<file path="config.mk">
export PLATFORM = sky130hd
export DESIGN_NAME = shelf_rect_packer
export DESIGN_NICKNAME = d
export VERILOG_FILES = /design/src/hw/rtl/srp_pkg.sv /design/src/hw/rtl/srp_place_core.sv /design/src/hw/rtl/shelf_rect_packer.sv
export SDC_FILE = /design/constraint.sdc
export NUM_CORES = 1
export LEC_CHECK = 0
export ABC_AREA = 1
export BUFFER_PORTS_ARGS = -buffer_cell sky130_fd_sc_hd__clkbuf_2
export CORE_MARGIN = 5
export CORE_UTILIZATION = 60
export CTS_CLUSTER_DIAMETER = 120
export DETAILED_ROUTE_END_ITERATION = 16
export PLACE_DENSITY_LB_ADDON = 0.05
export SYNTH_ARGS = -nofsm -noshare
export SYNTH_HDL_FRONTEND = slang
export SYNTH_SLANG_ARGS = --single-unit
</file>
<file path="constraint.sdc">
create_clock -name clk -period 14.9 [get_ports clk]
set_input_delay 0.745 -clock clk [delete_from_list [all_inputs] [get_ports clk]]
set_output_delay 0.745 -clock clk [all_outputs]
set_load 0.01 [all_outputs]
</file>
<file path="src/hw/rtl/srp_pkg.sv">
`default_nettype none

package srp_pkg;

  localparam int DIM_W   = 16;
  localparam int PAD_W   = 8;
  localparam int COORD_W = 17;
  // working width for unmasked sums of a coordinate, a size and padding
  localparam int CALC_W  = 19;

  localparam int CFG_IDX_W  = 8;
  localparam int CFG_DATA_W = 16;

  localparam logic [CFG_IDX_W-1:0] CFG_MAX_DIMENSION = CFG_IDX_W'(0);
  localparam logic [CFG_IDX_W-1:0] CFG_PAD_PIXELS    = CFG_IDX_W'(1);

  localparam logic [DIM_W-1:0] MAX_DIMENSION_RST = DIM_W'(2048);
  localparam logic [PAD_W-1:0] PAD_PIXELS_RST    = PAD_W'(1);

  typedef enum logic [1:0] {
    ITEM_PLACED   = 2'd0,
    ITEM_EMPTY    = 2'd1,
    ITEM_OVERSIZE = 2'd2,
    ITEM_FAILED   = 2'd3
  } item_status_t;

  typedef enum logic [1:0] {
    BATCH_NOT_FINAL   = 2'd0,
    BATCH_SHEET_READY = 2'd1,
    BATCH_NO_RECTS    = 2'd2,
    BATCH_NO_FIT      = 2'd3
  } batch_status_t;

  typedef struct packed {
    logic [COORD_W-1:0] cursor_x;
    logic [COORD_W-1:0] cursor_y;
    logic [DIM_W-1:0]   row_tallest;
    logic [COORD_W-1:0] extent_x;
    logic [COORD_W-1:0] extent_y;
    logic               pack_failed;
    logic               any_placed;
  } srp_state_t;

  typedef struct packed {
    logic [COORD_W-1:0] place_x;
    logic [COORD_W-1:0] place_y;
    item_status_t       item_status;
    batch_status_t      batch_status;
    logic [COORD_W-1:0] sheet_width;
    logic [COORD_W-1:0] sheet_height;
    logic               result_last;
  } srp_result_t;

  // state of an empty batch, cursors at the padding
  function automatic srp_state_t empty_state(input logic [PAD_W-1:0] pad);
    srp_state_t s;
    s          = '0;
    s.cursor_x = COORD_W'(pad);
    s.cursor_y = COORD_W'(pad);
    return s;
  endfunction

endpackage

`default_nettype wire

</file>
<file path="src/hw/rtl/srp_place_core.sv">
`default_nettype none

module srp_place_core (
  input  wire srp_pkg::srp_state_t       st,
  input  wire logic [srp_pkg::DIM_W-1:0] rect_width,
  input  wire logic [srp_pkg::DIM_W-1:0] rect_height,
  input  wire logic                      batch_end,
  input  wire logic [srp_pkg::DIM_W-1:0] max_dimension,
  input  wire logic [srp_pkg::PAD_W-1:0] pad_pixels,
  output srp_pkg::srp_state_t            st_nxt,
  output srp_pkg::srp_result_t           res
);
  import srp_pkg::*;

  logic [CALC_W-1:0] w19, h19, pad19, maxd19, rt19, curx19, cury19;
  logic [CALC_W-1:0] x_end_cur, cy_wrap, bottom_end;
  logic [CALC_W-1:0] cx_sel, cy_sel, cx_end, cy_end;
  logic [DIM_W-1:0]  rt_sel, rt_new;
  logic              is_empty, is_over, wrap, bottom_fail, tried, place_ok, fail_now;
  srp_state_t        upd;

  // zero-extend everything to the working width
  assign w19    = CALC_W'(rect_width);
  assign h19    = CALC_W'(rect_height);
  assign pad19  = CALC_W'(pad_pixels);
  assign maxd19 = CALC_W'(max_dimension);
  assign rt19   = CALC_W'(st.row_tallest);
  assign curx19 = CALC_W'(st.cursor_x);
  assign cury19 = CALC_W'(st.cursor_y);

  // rejection checks
  assign is_empty = (rect_width == '0) || (rect_height == '0);
  assign is_over  = (rect_width > max_dimension) || (rect_height > max_dimension);
  assign tried    = !is_empty && !is_over && !st.pack_failed;

  // right edge check, row change and bottom edge check
  assign x_end_cur   = curx19 + w19 + pad19;
  assign wrap        = x_end_cur > maxd19;
  assign cy_wrap     = cury19 + rt19 + pad19;
  assign bottom_end  = cy_wrap + h19 + pad19;
  assign bottom_fail = bottom_end > maxd19;

  assign place_ok = tried && !(wrap && bottom_fail);
  assign fail_now = tried && wrap && bottom_fail;

  // position on the chosen row
  assign cx_sel = wrap ? pad19 : curx19;
  assign cy_sel = wrap ? cy_wrap : cury19;
  assign rt_sel = wrap ? '0 : st.row_tallest;
  assign cx_end = cx_sel + w19 + pad19;
  assign cy_end = cy_sel + h19;
  assign rt_new = (rect_height > rt_sel) ? rect_height : rt_sel;

  // state after this rectangle
  always_comb begin
    upd = st;
    if (fail_now) begin
      upd.pack_failed = 1'b1;
    end
    if (place_ok) begin
      upd.cursor_x    = cx_end[COORD_W-1:0];
      upd.cursor_y    = cy_sel[COORD_W-1:0];
      upd.row_tallest = rt_new;
      if (cx_end > CALC_W'(st.extent_x)) begin
        upd.extent_x = cx_end[COORD_W-1:0];
      end
      if (cy_end > CALC_W'(st.extent_y)) begin
        upd.extent_y = cy_end[COORD_W-1:0];
      end
      upd.any_placed = 1'b1;
    end
  end

  // result fields and end of batch clear
  always_comb begin
    res              = '0;
    res.result_last  = batch_end;
    res.batch_status = BATCH_NOT_FINAL;
    if (place_ok) begin
      res.place_x = cx_sel[COORD_W-1:0];
      res.place_y = cy_sel[COORD_W-1:0];
    end
    priority if (is_empty) begin
      res.item_status = ITEM_EMPTY;
    end else if (is_over) begin
      res.item_status = ITEM_OVERSIZE;
    end else if (!place_ok) begin
      res.item_status = ITEM_FAILED;
    end else begin
      res.item_status = ITEM_PLACED;
    end

    st_nxt = upd;
    if (batch_end) begin
      priority if (upd.pack_failed) begin
        res.batch_status = BATCH_NO_FIT;
      end else if (!upd.any_placed) begin
        res.batch_status = BATCH_NO_RECTS;
      end else begin
        res.batch_status = BATCH_SHEET_READY;
        res.sheet_width  = upd.extent_x + COORD_W'(pad_pixels);
        res.sheet_height = upd.extent_y + COORD_W'(pad_pixels);
      end
      st_nxt             = '0;
      st_nxt.cursor_x    = COORD_W'(pad_pixels);
      st_nxt.cursor_y    = COORD_W'(pad_pixels);
    end
  end

endmodule

`default_nettype wire

</file>
<file path="src/hw/rtl/shelf_rect_packer.sv">
// path: the rectangle passes through the input register, then the placement logic
// into the result register
// throughput: one rectangle per cycle while out_ready allows, set by the cursor update loop;
// a pending register write holds off input until the pipeline is empty
// reset (rst_n low, synchronous): pipeline empties, max_dimension 2048,
// pad_pixels 1, cursors at the padding, extents and flags cleared
`default_nettype none

module shelf_rect_packer (
  input  wire logic                           clk,
  input  wire logic                           rst_n,
  input  wire logic                           in_valid,
  output logic                                in_ready,
  input  wire logic [srp_pkg::DIM_W-1:0]      in_rect_width,
  input  wire logic [srp_pkg::DIM_W-1:0]      in_rect_height,
  input  wire logic                           in_batch_end,
  output logic                                out_valid,
  input  wire logic                           out_ready,
  output logic [srp_pkg::COORD_W-1:0]         out_place_x,
  output logic [srp_pkg::COORD_W-1:0]         out_place_y,
  output logic [1:0]                          out_item_status,
  output logic [1:0]                          out_batch_status,
  output logic [srp_pkg::COORD_W-1:0]         out_sheet_width,
  output logic [srp_pkg::COORD_W-1:0]         out_sheet_height,
  output logic                                out_result_last,
  input  wire logic                           cfg_valid,
  output logic                                cfg_ready,
  input  wire logic [srp_pkg::CFG_IDX_W-1:0]  cfg_index,
  input  wire logic [srp_pkg::CFG_DATA_W-1:0] cfg_data
);
  import srp_pkg::*;

  logic               in_valid_r;
  logic [DIM_W-1:0]   width_r, height_r;
  logic               last_r;
  logic               out_valid_r;
  srp_result_t        res_r, res_nxt;
  srp_state_t         st_r, st_nxt;
  logic [DIM_W-1:0]   max_dim_r;
  logic [PAD_W-1:0]   pad_r;
  logic               advance, fire, cfg_fire;

  // pipeline control, a register write waits for an empty pipeline
  assign advance   = !out_valid_r || out_ready;
  assign fire      = in_valid_r && advance;
  assign in_ready  = (!in_valid_r || advance) && !cfg_valid;
  assign cfg_ready = !in_valid_r && !out_valid_r;
  assign cfg_fire  = cfg_valid && cfg_ready;

  // input register
  always_ff @(posedge clk) begin
    if (!rst_n) begin
      in_valid_r <= 1'b0;
    end else if (in_ready) begin
      in_valid_r <= in_valid;
    end else if (fire) begin
      in_valid_r <= 1'b0;
    end
  end

  always_ff @(posedge clk) begin
    if (in_valid && in_ready) begin
      width_r  <= in_rect_width;
      height_r <= in_rect_height;
      last_r   <= in_batch_end;
    end
  end

  // placement logic
  srp_place_core u_core (
    .st            (st_r),
    .rect_width    (width_r),
    .rect_height   (height_r),
    .batch_end     (last_r),
    .max_dimension (max_dim_r),
    .pad_pixels    (pad_r),
    .st_nxt        (st_nxt),
    .res           (res_nxt)
  );

  // configuration registers and packing state
  always_ff @(posedge clk) begin
    if (!rst_n) begin
      max_dim_r <= MAX_DIMENSION_RST;
      pad_r     <= PAD_PIXELS_RST;
      st_r      <= empty_state(PAD_PIXELS_RST);
    end else if (fire) begin
      st_r <= st_nxt;
    end else if (cfg_fire) begin
      if (cfg_index == CFG_MAX_DIMENSION) begin
        max_dim_r <= cfg_data[DIM_W-1:0];
      end else if (cfg_index == CFG_PAD_PIXELS) begin
        pad_r <= cfg_data[PAD_W-1:0];
        // an empty batch holds nothing but the cursors
        if (!st_r.any_placed && !st_r.pack_failed) begin
          st_r <= empty_state(cfg_data[PAD_W-1:0]);
        end
      end
    end
  end

  // result register
  always_ff @(posedge clk) begin
    if (!rst_n) begin
      out_valid_r <= 1'b0;
    end else if (advance) begin
      out_valid_r <= in_valid_r;
    end
  end

  always_ff @(posedge clk) begin
    if (fire) begin
      res_r <= res_nxt;
    end
  end

  assign out_valid        = out_valid_r;
  assign out_place_x      = res_r.place_x;
  assign out_place_y      = res_r.place_y;
  assign out_item_status  = res_r.item_status;
  assign out_batch_status = res_r.batch_status;
  assign out_sheet_width  = res_r.sheet_width;
  assign out_sheet_height = res_r.sheet_height;
  assign out_result_last  = res_r.result_last;

`ifndef SYNTHESIS
  // a batch end leaves a clean batch behind
  a_batch_clear: assert property (@(posedge clk) disable iff (!rst_n)
    fire && last_r |=> !st_r.any_placed && !st_r.pack_failed &&
      st_r.extent_x == '0 && st_r.extent_y == '0)
    else $error("state not cleared after batch end");

  // only the final result carries a batch status
  a_last_status: assert property (@(posedge clk) disable iff (!rst_n)
    out_valid_r |-> (res_r.result_last == (res_r.batch_status != BATCH_NOT_FINAL)))
    else $error("batch status does not match result_last");

  // a placed rectangle mid-batch marks the batch as used
  a_placed_flag: assert property (@(posedge clk) disable iff (!rst_n)
    fire && !last_r && res_nxt.item_status == ITEM_PLACED |=> st_r.any_placed)
    else $error("placement not recorded");

  // a failed batch places nothing further
  a_failed_sticky: assert property (@(posedge clk) disable iff (!rst_n)
    fire && st_r.pack_failed |-> res_nxt.item_status != ITEM_PLACED)
    else $error("placement after batch failure");
`endif

endmodule

`default_nettype wire

</file>
==> report_table.html, run 1 <==
<table>
<tr><th>Metric</th><th>Value</th></tr>
<tr><th colspan="2">Run status</th></tr>
<tr><td>Outcome</td><td>completed</td></tr>
<tr><th colspan="2">Logic synthesis</th></tr>
<tr><td>Avg Synthesized Cell Area</td><td>between 7 and 8 um^2</td></tr>
<tr><td>Distinct cell type count after synthesis</td><td>61</td></tr>
<tr><td>Number of instances in the synthesized netlist</td><td>2494</td></tr>
<tr><td>Predominant post-synthesis flop cell</td><td>sky130_fd_sc_hd__dfxtp_1</td></tr>
<tr><td>Netlist area before placement</td><td>0.01846 mm^2</td></tr>
<tr><td>Yosys warning total</td><td>0</td></tr>
<tr><td>Seq/Total Area, Yosys</td><td>29.39%</td></tr>
<tr><td>Synthesized Nets</td><td>~2800</td></tr>
<tr><td>Number of storage elements in the synthesis netlist</td><td>218</td></tr>
<tr><td>Fraction of registers with async set or reset after synthesis</td><td>0%</td></tr>
<tr><td>Number of enable flip-flop cells after synthesis</td><td>106</td></tr>
<tr><th colspan="2">Route</th></tr>
<tr><td>Detailed Route WL</td><td>about 56 mm</td></tr>
<tr><td>Vias per Instance</td><td>5.814</td></tr>
<tr><td>Vias</td><td>17580</td></tr>
<tr><td>Pre-antenna DRT Iters</td><td>6</td></tr>
<tr><td>Violation count after the first detailed-routing iteration</td><td>1709</td></tr>
<tr><td>Post-route antenna net violation count</td><td>0</td></tr>
<tr><td>Routed WL per cell</td><td>between 15 and 20 um</td></tr>
<tr><td>Final routed DRC violation total</td><td>0</td></tr>
<tr><th colspan="2">Floorplanning</th></tr>
<tr><td>Die width</td><td>around 190 um</td></tr>
<tr><td>Initial core utilization</td><td>60.50%</td></tr>
<tr><td>Rows</td><td>64</td></tr>
<tr><td>Placeable core area</td><td>0.03051 mm^2</td></tr>
<tr><td>Die boundary height</td><td>roughly 190 um</td></tr>
<tr><td>I/O pin count</td><td>138</td></tr>
<tr><td>Floorplan die area</td><td>0.03437 mm^2</td></tr>
<tr><th colspan="2">Critical path</th></tr>
<tr><td>Crit-path max cell delay</td><td>0.47 ns</td></tr>
<tr><td>Largest delay share family, worst path</td><td>simple AND/OR/NAND/NOR gates</td></tr>
<tr><td>Crit-path slowest cell</td><td>sky130_fd_sc_hd__o21ai_0</td></tr>
<tr><td>Highest fanout seen on the critical path</td><td>69</td></tr>
<tr><td>Setup CP Type</td><td>flip-flop to flip-flop</td></tr>
<tr><td>Data required time of the critical path</td><td>~15 ns</td></tr>
<tr><td>Element type at the critical path start</td><td>flip-flop</td></tr>
<tr><td>Data arrival time at the worst-slack endpoint</td><td>12.95 ns</td></tr>
<tr><td>Reg-to-reg endpoint</td><td>out_sheet_width[14]$_SDFFCE_PP0P_</td></tr>
<tr><td>Critical Path Stages</td><td>74</td></tr>
<tr><td>Register-to-register path setup slack</td><td>between 2 and 2.5 ns</td></tr>
<tr><td>Termination of the worst setup path</td><td>out_sheet_width[14]$_SDFFCE_PP0P_</td></tr>
<tr><td>Cell repeated most along the worst path</td><td>sky130_fd_sc_hd__nand2_1</td></tr>
<tr><td>Crit path from</td><td>width_r[0]$_DFFE_PP_</td></tr>
<tr><td>Number of buffer and inverter instances along the worst setup path</td><td>8</td></tr>
<tr><td>Depth of the most critical reg-to-reg path</td><td>74</td></tr>
<tr><td>FF-to-FF Start</td><td>width_r[0]$_DFFE_PP_</td></tr>
<tr><td>Worst Setup End Kind</td><td>flip-flop</td></tr>
<tr><th colspan="2">GRT</th></tr>
<tr><td>Maximum number of pins on one net before global-route repair</td><td>70</td></tr>
<tr><td>Vias in the first global route</td><td>16500</td></tr>
<tr><td>Overflow left after global routing</td><td>0</td></tr>
<tr><td>Global-route wire length before repair</td><td>87.52 mm</td></tr>
<tr><td>Initial antenna violation count</td><td>0</td></tr>
<tr><td>GR Util All Layers</td><td>32.05%</td></tr>
<tr><th colspan="2">Power</th></tr>
<tr><td>Internal power</td><td>1.116 mW</td></tr>
<tr><td>Sequential group share of total power</td><td>41.0%</td></tr>
<tr><td>Leak</td><td>~9.6 nW</td></tr>
<tr><td>Power spent charging and discharging nets</td><td>0.4823 mW</td></tr>
<tr><td>Overall power of the completed layout</td><td>between 1.5 and 2 mW</td></tr>
<tr><td>Switching portion of total power</td><td>~30%</td></tr>
<tr><td>Combinational group share of total power</td><td>19.2%</td></tr>
<tr><td>IR drop worst, VDD</td><td>87.39 uV</td></tr>
<tr><td>Part of the power in the clock network</td><td>39.8%</td></tr>
<tr><td>Power per Cell Area</td><td>78.72 mW/mm^2</td></tr>
<tr><th colspan="2">Cells and area</th></tr>
<tr><td>Final core utilization</td><td>66.53%</td></tr>
<tr><td>Growth of design area from synthesis to finish</td><td>9.965%</td></tr>
<tr><td>Share of final-layout standard cells stronger than drive strength 1</td><td>10.08%</td></tr>
<tr><td>Number of antenna diodes</td><td>0</td></tr>
<tr><td>Count of filler cells inserted in the layout</td><td>2669</td></tr>
<tr><td>Final #Nets</td><td>2937</td></tr>
<tr><th colspan="2">Timing</th></tr>
<tr><td>Post-Route Skew</td><td>0.01949 ns</td></tr>
<tr><td>Fraction of the cycle the final worst path needs</td><td>85.09%</td></tr>
<tr><td>Actual slew at the worst max-slew pin</td><td>1.153 ns</td></tr>
<tr><td>Fmax</td><td>78.88 MHz</td></tr>
<tr><td>Max Slew Vio Count</td><td>0</td></tr>
<tr><td>Setup-failing EPs final</td><td>0</td></tr>
<tr><td>Unrepaired setup endpoints after global routing</td><td>false</td></tr>
<tr><td>Accumulated negative setup slack</td><td>0 ns</td></tr>
<tr><td>Worst max-slew margin expressed relative to the limit</td><td>23.11%</td></tr>
<tr><td>Time the final worst path needs with I/O delays and setup</td><td>12.68 ns</td></tr>
<tr><td>Final count of hold timing violations</td><td>0</td></tr>
<tr><th colspan="2">Clock network</th></tr>
<tr><td>TritonCTS clock tree</td><td>done</td></tr>
<tr><td>TritonCTS Sinks</td><td>218</td></tr>
<tr><td>Number of H-tree branching levels</td><td>1</td></tr>
<tr><td>Longest Clk Path Bufs</td><td>3</td></tr>
<tr><td>Source-to-sink clock delay at the later pin of the worst-skew pair</td><td>0.55 ns</td></tr>
<tr><td>Worst-path clk slew</td><td>~0.060 ns</td></tr>
<tr><td>Inserted Clock Buffers</td><td>26</td></tr>
<tr><td>Cell at the root of the clock tree</td><td>sky130_fd_sc_hd__clkbuf_16</td></tr>
<tr><td>Hold buffer count at CTS</td><td>0</td></tr>
<tr><td>Cts repair resizes</td><td>0</td></tr>
<tr><td>Post-CTS Setup Inserts</td><td>0</td></tr>
<tr><th colspan="2">Flow run</th></tr>
<tr><td>Maximum capacitance violations</td><td>0</td></tr>
<tr><th colspan="2">Place</th></tr>
<tr><td>Placer congestion estimate</td><td>0.9656</td></tr>
<tr><td>Quantity of I/O buffers inserted on ports</td><td>137</td></tr>
<tr><td>HPWL reported at the end of detailed placement</td><td>between 40 and 50 mm</td></tr>
<tr><th colspan="2">Hold path</th></tr>
<tr><td>Path type of the worst min-delay path</td><td>input pin to flip-flop</td></tr>
</table>
## per-layer routing
layer	global-route usage, %	share of wire (%)	vias to the layer above
met5	0	0	-
met4	7.340	2.1	0
met3	5.263	9.8	94
met2	49.53	42	782
met1	47.22	46	8138
li1	-	-	8568
## synth_stat cells, drive strengths merged (2+ instances only)
| library cell | number | share of area, % |
|---|---|---|
| or2 | 2 | 0.068 |
| o21ai | 152 | 4.2 |
| o2111ai | 2 | 0.19 |
| o41ai | 3 | 0.14 |
| a31oi | 8 | 0.27 |
| o31ai | 8 | 0.33 |
| nand4 | 26 | 0.88 |
| nand3 | 101 | 2.9 |
| o21a | 2 | 0.081 |
| nor3 | 37 | 1.0 |
| buf | 13 | 0.47 |
| and3 | 2 | 0.068 |
| clkinv | 3 | 0.061 |
| dfxtp | 112 | 12 |
| xnor2 | 21 | 1.0 |
| nor4 | 11 | 0.37 |
| o21bai | 7 | 0.28 |
| nand2 | 622 | 13 |
| edfxtp | 106 | 17 |
| and2 | 2 | 0.081 |
| o221ai | 4 | 0.19 |
| nand3b | 8 | 0.33 |
| a21o | 6 | 0.24 |
| nor2 | 192 | 4.4 |
| inv | 351 | 7.2 |
| o211ai | 21 | 0.85 |
| xor2 | 67 | 3.2 |
| ha | 243 | 16 |
| fa | 24 | 2.6 |
| or4 | 3 | 0.12 |
| a211oi | 19 | 0.77 |
| a21oi | 263 | 7.3 |
| a21boi | 4 | 0.16 |
| clkbuf | 43 | 0.87 |
## final cells by class
class / instances / area [um^2] / area share [%]
clock buffers: 34 / 700.7 / 3.452
flip-flops and latches: 218 / 5425 / 26.73
well taps: 396 / 495.5 / 2.441
clock inverters: 14 / 141.4 / 0.6966
inverters: 354 / 1333 / 6.565
repair buffers: 142 / 723.2 / 3.563
multi-input cells: 1866 / 11480 / 56.55
## how the worst min path moves through the flow
stage,start,end,slack (ns),cells after the start
2_1_floorplan,st_r[7]$_SDFFE_PN0P_,st_r[7]$_SDFFE_PN0P_,0.44,2
3_3_place_gp,st_r[8]$_SDFFE_PN0P_,st_r[8]$_SDFFE_PN0P_,0.45,2
3_5_place_dp,st_r[22]$_SDFFE_PN0P_,st_r[22]$_SDFFE_PN0P_,0.46,2
4_1_cts,in_rect_height[1],height_r[1]$_DFFE_PP_,0.36,1
5_1_grt,in_rect_width[13],width_r[13]$_DFFE_PP_,0.36,1
6_report,in_rect_width[12],width_r[12]$_DFFE_PP_,0.37,1
## power groups by stage
stage,Combinational (mW),Sequential [mW],Clock [mW]
5_1_grt,0.347,0.655,0.667
6_report,0.307,0.655,0.636
3_3_place_gp,0.289,0.666,0
3_5_place_dp,0.297,0.667,0
4_1_cts,0.301,0.654,0.641
2_1_floorplan,0.218,0.661,0
## cell families after synthesis
logic type / synth area share [%]
buffers and inverters: 8.555
adders and majority gates: 19.08
AOI/OAI and AO/OA: 15.20
xor gates and xnor gates: 4.176
DFF: 29.39
and+or+nand+nor: 23.60
## metrics by stage
step                std cells  hold slack, ns  area, um^2  setup slack, ns
floorplan                2494          0.4445       18460            3.806
global placement         2976          0.4529       19450            2.850
finish                   3024          0.3689       20300            2.222
detailed placement       2976          0.4589       19450            2.533
global route             3024          0.3572       20300            1.141
CTS                      3024          0.3570       20300            2.435
## state kept, by name, summed over array words and instances, names as in the netlist
signal and flops:
out_result_last 1, pad_r 8, width_r 16, out_place_y 17
out_valid 1, max_dim_r 16, height_r 16, out_sheet_width 17
out_batch_status 2, out_place_x 17, last_r 1, st_r 86
in_valid_r 1, out_sheet_height 17, out_item_status 2
## placed cells by master (no fill, tap or decap), drive strengths merged, types with 67 or more instances in the layout
| master | instances |
|---|---|
| nand2 | 622 |
| inv | 351 |
| a21oi | 263 |
| ha | 243 |
| nor2 | 192 |
| clkbuf | 171 |
| o21ai | 152 |
| dfxtp | 112 |
| edfxtp | 106 |
| nand3 | 101 |
| xor2 | 67 |
No activity file was read; power rests on OpenSTA's default activity.
==> run 2: changes to the inputs <==
CORE_UTILIZATION = 40   (was 60)
==> run 2 against run 1 <==
Compared with the run above:
- combinational power barely moved
- register-to-register slack barely moved
- worst setup slack gained 0.0098 ns
- count of clock-buffer cells in the layout increased by 2
- routed wire length increased by 8.0%
- global-route usage down 8.6 points
- fmax barely moved
- via count decreased by 3.9%
- critical path type unchanged
- sequential share of layout area fell by 0.48 points
- first-iteration DRC count is 29% lower
- clock skew grew 0.00099 ns
- power rose by 3.4%
==> report_table.html, run 2 (synthesis gave the netlist of run 1 again) <==
<table>
<tr><th>Metric</th><th>Value</th></tr>
<tr><th colspan="2">Critical path</th></tr>
<tr><td>Setup CP Type</td><td>flip-flop to flip-flop</td></tr>
<tr><td>Highest fanout seen on the critical path</td><td>69</td></tr>
<tr><td>Crit-path slowest cell</td><td>sky130_fd_sc_hd__o21ai_0</td></tr>
<tr><td>Element type at the critical path start</td><td>flip-flop</td></tr>
<tr><td>Cell repeated most along the worst path</td><td>sky130_fd_sc_hd__nand2_1</td></tr>
<tr><td>Data required time of the critical path</td><td>15.20 ns</td></tr>
<tr><td>Worst Setup End Kind</td><td>flip-flop</td></tr>
<tr><td>Crit-path max cell delay</td><td>0.52 ns</td></tr>
<tr><td>Data arrival time at the worst-slack endpoint</td><td>12.97 ns</td></tr>
<tr><th colspan="2">Timing</th></tr>
<tr><td>Max Slew Vio Count</td><td>0</td></tr>
<tr><td>Fmax</td><td>78.94 MHz</td></tr>
<tr><td>Final count of hold timing violations</td><td>0</td></tr>
<tr><td>Fraction of the cycle the final worst path needs</td><td>a little under nine tenths</td></tr>
<tr><td>Accumulated negative setup slack</td><td>0 ns</td></tr>
<tr><td>Time the final worst path needs with I/O delays and setup</td><td>around 13 ns</td></tr>
<tr><td>Post-Route Skew</td><td>approximately 0.020 ns</td></tr>
<tr><td>Actual slew at the worst max-slew pin</td><td>1.163 ns</td></tr>
<tr><td>Unrepaired setup endpoints after global routing</td><td>false</td></tr>
<tr><td>Worst max-slew margin expressed relative to the limit</td><td>22.41%</td></tr>
<tr><td>Setup-failing EPs final</td><td>0</td></tr>
<tr><th colspan="2">Cells and area</th></tr>
<tr><td>Most common library cell in the layout ignoring fill and taps</td><td>sky130_fd_sc_hd__nand2_1</td></tr>
<tr><td>Final #Nets</td><td>2943</td></tr>
<tr><td>Number of flip-flops under the largest register name</td><td>86</td></tr>
<tr><td>Top reg by flops</td><td>st_r</td></tr>
<tr><td>Most frequent cells in the layout</td><td>sky130_fd_sc_hd__nand2_1 (594), sky130_fd_sc_hd__inv_1 (339), sky130_fd_sc_hd__a21oi_1 (256)</td></tr>
<tr><td>Growth of design area from synthesis to finish</td><td>11.98%</td></tr>
<tr><td>Number of antenna diodes</td><td>0</td></tr>
<tr><td>Share of final-layout standard cells stronger than drive strength 1</td><td>10.32%</td></tr>
<tr><th colspan="2">Route</th></tr>
<tr><td>Routed WL per cell</td><td>around 19 um</td></tr>
<tr><td>Violation count after the first detailed-routing iteration</td><td>1218</td></tr>
<tr><td>Post-route antenna net violation count</td><td>0</td></tr>
<tr><td>Final routed DRC violation total</td><td>0</td></tr>
<tr><td>Vias per Instance</td><td>5.222</td></tr>
<tr><td>Vias</td><td>16900</td></tr>
<tr><td>Pre-antenna DRT Iters</td><td>5</td></tr>
<tr><td>Detailed Route WL</td><td>60.57 mm</td></tr>
<tr><th colspan="2">Clock network</th></tr>
<tr><td>Longest Clk Path Bufs</td><td>3</td></tr>
<tr><td>Post-CTS Setup Inserts</td><td>0</td></tr>
<tr><td>Worst-path clk slew</td><td>approximately 0.060 ns</td></tr>
<tr><td>Cell at the root of the clock tree</td><td>sky130_fd_sc_hd__clkbuf_16</td></tr>
<tr><td>TritonCTS clock tree</td><td>done</td></tr>
<tr><td>Hold buffer count at CTS</td><td>0</td></tr>
<tr><td>Inserted Clock Buffers</td><td>28</td></tr>
<tr><td>Source-to-sink clock delay at the later pin of the worst-skew pair</td><td>0.59 ns</td></tr>
<tr><td>TritonCTS Sinks</td><td>218</td></tr>
<tr><td>Cts repair resizes</td><td>0</td></tr>
<tr><td>Number of H-tree branching levels</td><td>1</td></tr>
<tr><th colspan="2">Place</th></tr>
<tr><td>HPWL reported at the end of detailed placement</td><td>48.00 mm</td></tr>
<tr><td>Placer congestion estimate</td><td>approximately 0.94</td></tr>
<tr><td>Quantity of I/O buffers inserted on ports</td><td>around 140</td></tr>
<tr><th colspan="2">Power</th></tr>
<tr><td>IR drop worst, VDD</td><td>82.56 uV</td></tr>
<tr><td>Power spent charging and discharging nets</td><td>0.5028 mW</td></tr>
<tr><td>Sequential group share of total power</td><td>roughly two fifths</td></tr>
<tr><td>Part of the power in the clock network</td><td>41.7%</td></tr>
<tr><td>Switching portion of total power</td><td>a little under a third</td></tr>
<tr><td>Leak</td><td>just under 10 nW</td></tr>
<tr><td>Overall power of the completed layout</td><td>between 1.5 and 2 mW</td></tr>
<tr><td>Power per Cell Area</td><td>79.93 mW/mm^2</td></tr>
<tr><td>Internal power</td><td>1.149 mW</td></tr>
<tr><td>Combinational group share of total power</td><td>a little under a fifth</td></tr>
<tr><th colspan="2">Flow run</th></tr>
<tr><td>Maximum capacitance violations</td><td>0</td></tr>
<tr><th colspan="2">Floorplanning</th></tr>
<tr><td>Placeable core area</td><td>0.04548 mm^2</td></tr>
<tr><td>Die boundary height</td><td>224.8 um</td></tr>
<tr><td>Floorplan die area</td><td>0.05054 mm^2</td></tr>
<tr><td>I/O pin count</td><td>138</td></tr>
<tr><td>Initial core utilization</td><td>around two fifths</td></tr>
<tr><td>Rows</td><td>78</td></tr>
<tr><td>Die width</td><td>224.8 um</td></tr>
<tr><th colspan="2">Run status</th></tr>
<tr><td>Outcome</td><td>completed</td></tr>
<tr><th colspan="2">Hold path</th></tr>
<tr><td>Path type of the worst min-delay path</td><td>input pin to flip-flop</td></tr>
<tr><th colspan="2">GRT</th></tr>
<tr><td>GR Util All Layers</td><td>23.42%</td></tr>
<tr><td>Overflow left after global routing</td><td>0</td></tr>
<tr><td>Global-route wire length before repair</td><td>93.27 mm</td></tr>
<tr><td>Maximum number of pins on one net before global-route repair</td><td>70</td></tr>
<tr><td>Vias in the first global route</td><td>16370</td></tr>
<tr><td>Initial antenna violation count</td><td>0</td></tr>
</table>
-- run 2: cell count changes in the layout (fill, tap and decap cells not counted), sizes merged --
cell,change
clkinv,+3
inv,-1
buf,+4
clkbuf,+2
-- run 2: path summary, 6_finish.rpt --
check | from | end | slack, ns | cells past startpoint
max reg2reg | width_r[0]$_DFFE_PP_ | out_sheet_width[14]$_SDFFCE_PP0P_ | 2.23 | 74
max | width_r[0]$_DFFE_PP_ | out_sheet_width[14]$_SDFFCE_PP0P_ | 2.23 | 74
min reg2reg | st_r[32]$_SDFFE_PN0P_ | st_r[32]$_SDFFE_PN0P_ | 0.46 | 2
min | in_rect_height[14] | height_r[14]$_DFFE_PP_ | 0.34 | 1
-- run 2: final cells by class --
class,count,area (um^2)
fill,4739,24810
multi-input combinational,1866,11480
sequential,218,5425
inverter,354,1334
clock buffer,36,772.0
timing repair buffer,146,753.2
tap,600,750.7
clock inverter,16,157.7
-- run 2: metal layers --
metal,wire length (um),track usage (%),vias to the layer above,share of wire (%)
li1,-,-,8569,-
met1,30020,35.05,7830,50
met2,25800,36.16,433,43
met3,3311,3.080,65,5.5
met4,1432,4.950,0,2.4
met5,0,0,-,0
-- run 2: worst max-delay path, delay by kind of cell, from the launching register on --
kind                       cells  cell delay, ns
DFF                            1            0.47
AOI/OAI and AO/OA             15            2.88
xor gates and xnor gates       3            0.55
buffers and inverters          8            0.65
and+or+nand+nor               39            4.82
adders and majority gates      9            3.02
-- run 2: through the flow --
step / cell area [um^2] / setup WS (ns) / std cells / util (%) / hold slack [ns]
detailed placement: 19740 / 2.276 / 3184 / 43.40 / 0.4567
finish: 20670 / 2.232 / 3236 / 45.45 / 0.3415
CTS: 20670 / 2.237 / 3236 / 45.45 / 0.3114
global route: 20670 / 0.8787 / 3236 / 45.45 / 0.3164
global placement: 19740 / 2.435 / 3184 / 43.40 / 0.4533
floorplan: 18460 / 3.806 / 2494 / - / 0.4445
-- run 2: power groups by stage --
| stage | registers, mW | clock network (mW) | logic (mW) |
|---|---|---|---|
| detailed placement | 0.667 | 0 | 0.305 |
| global placement | 0.667 | 0 | 0.303 |
| finish | 0.655 | 0.689 | 0.308 |
| global route | 0.656 | 0.728 | 0.354 |
| floorplan | 0.661 | 0 | 0.218 |
| CTS | 0.655 | 0.705 | 0.308 |
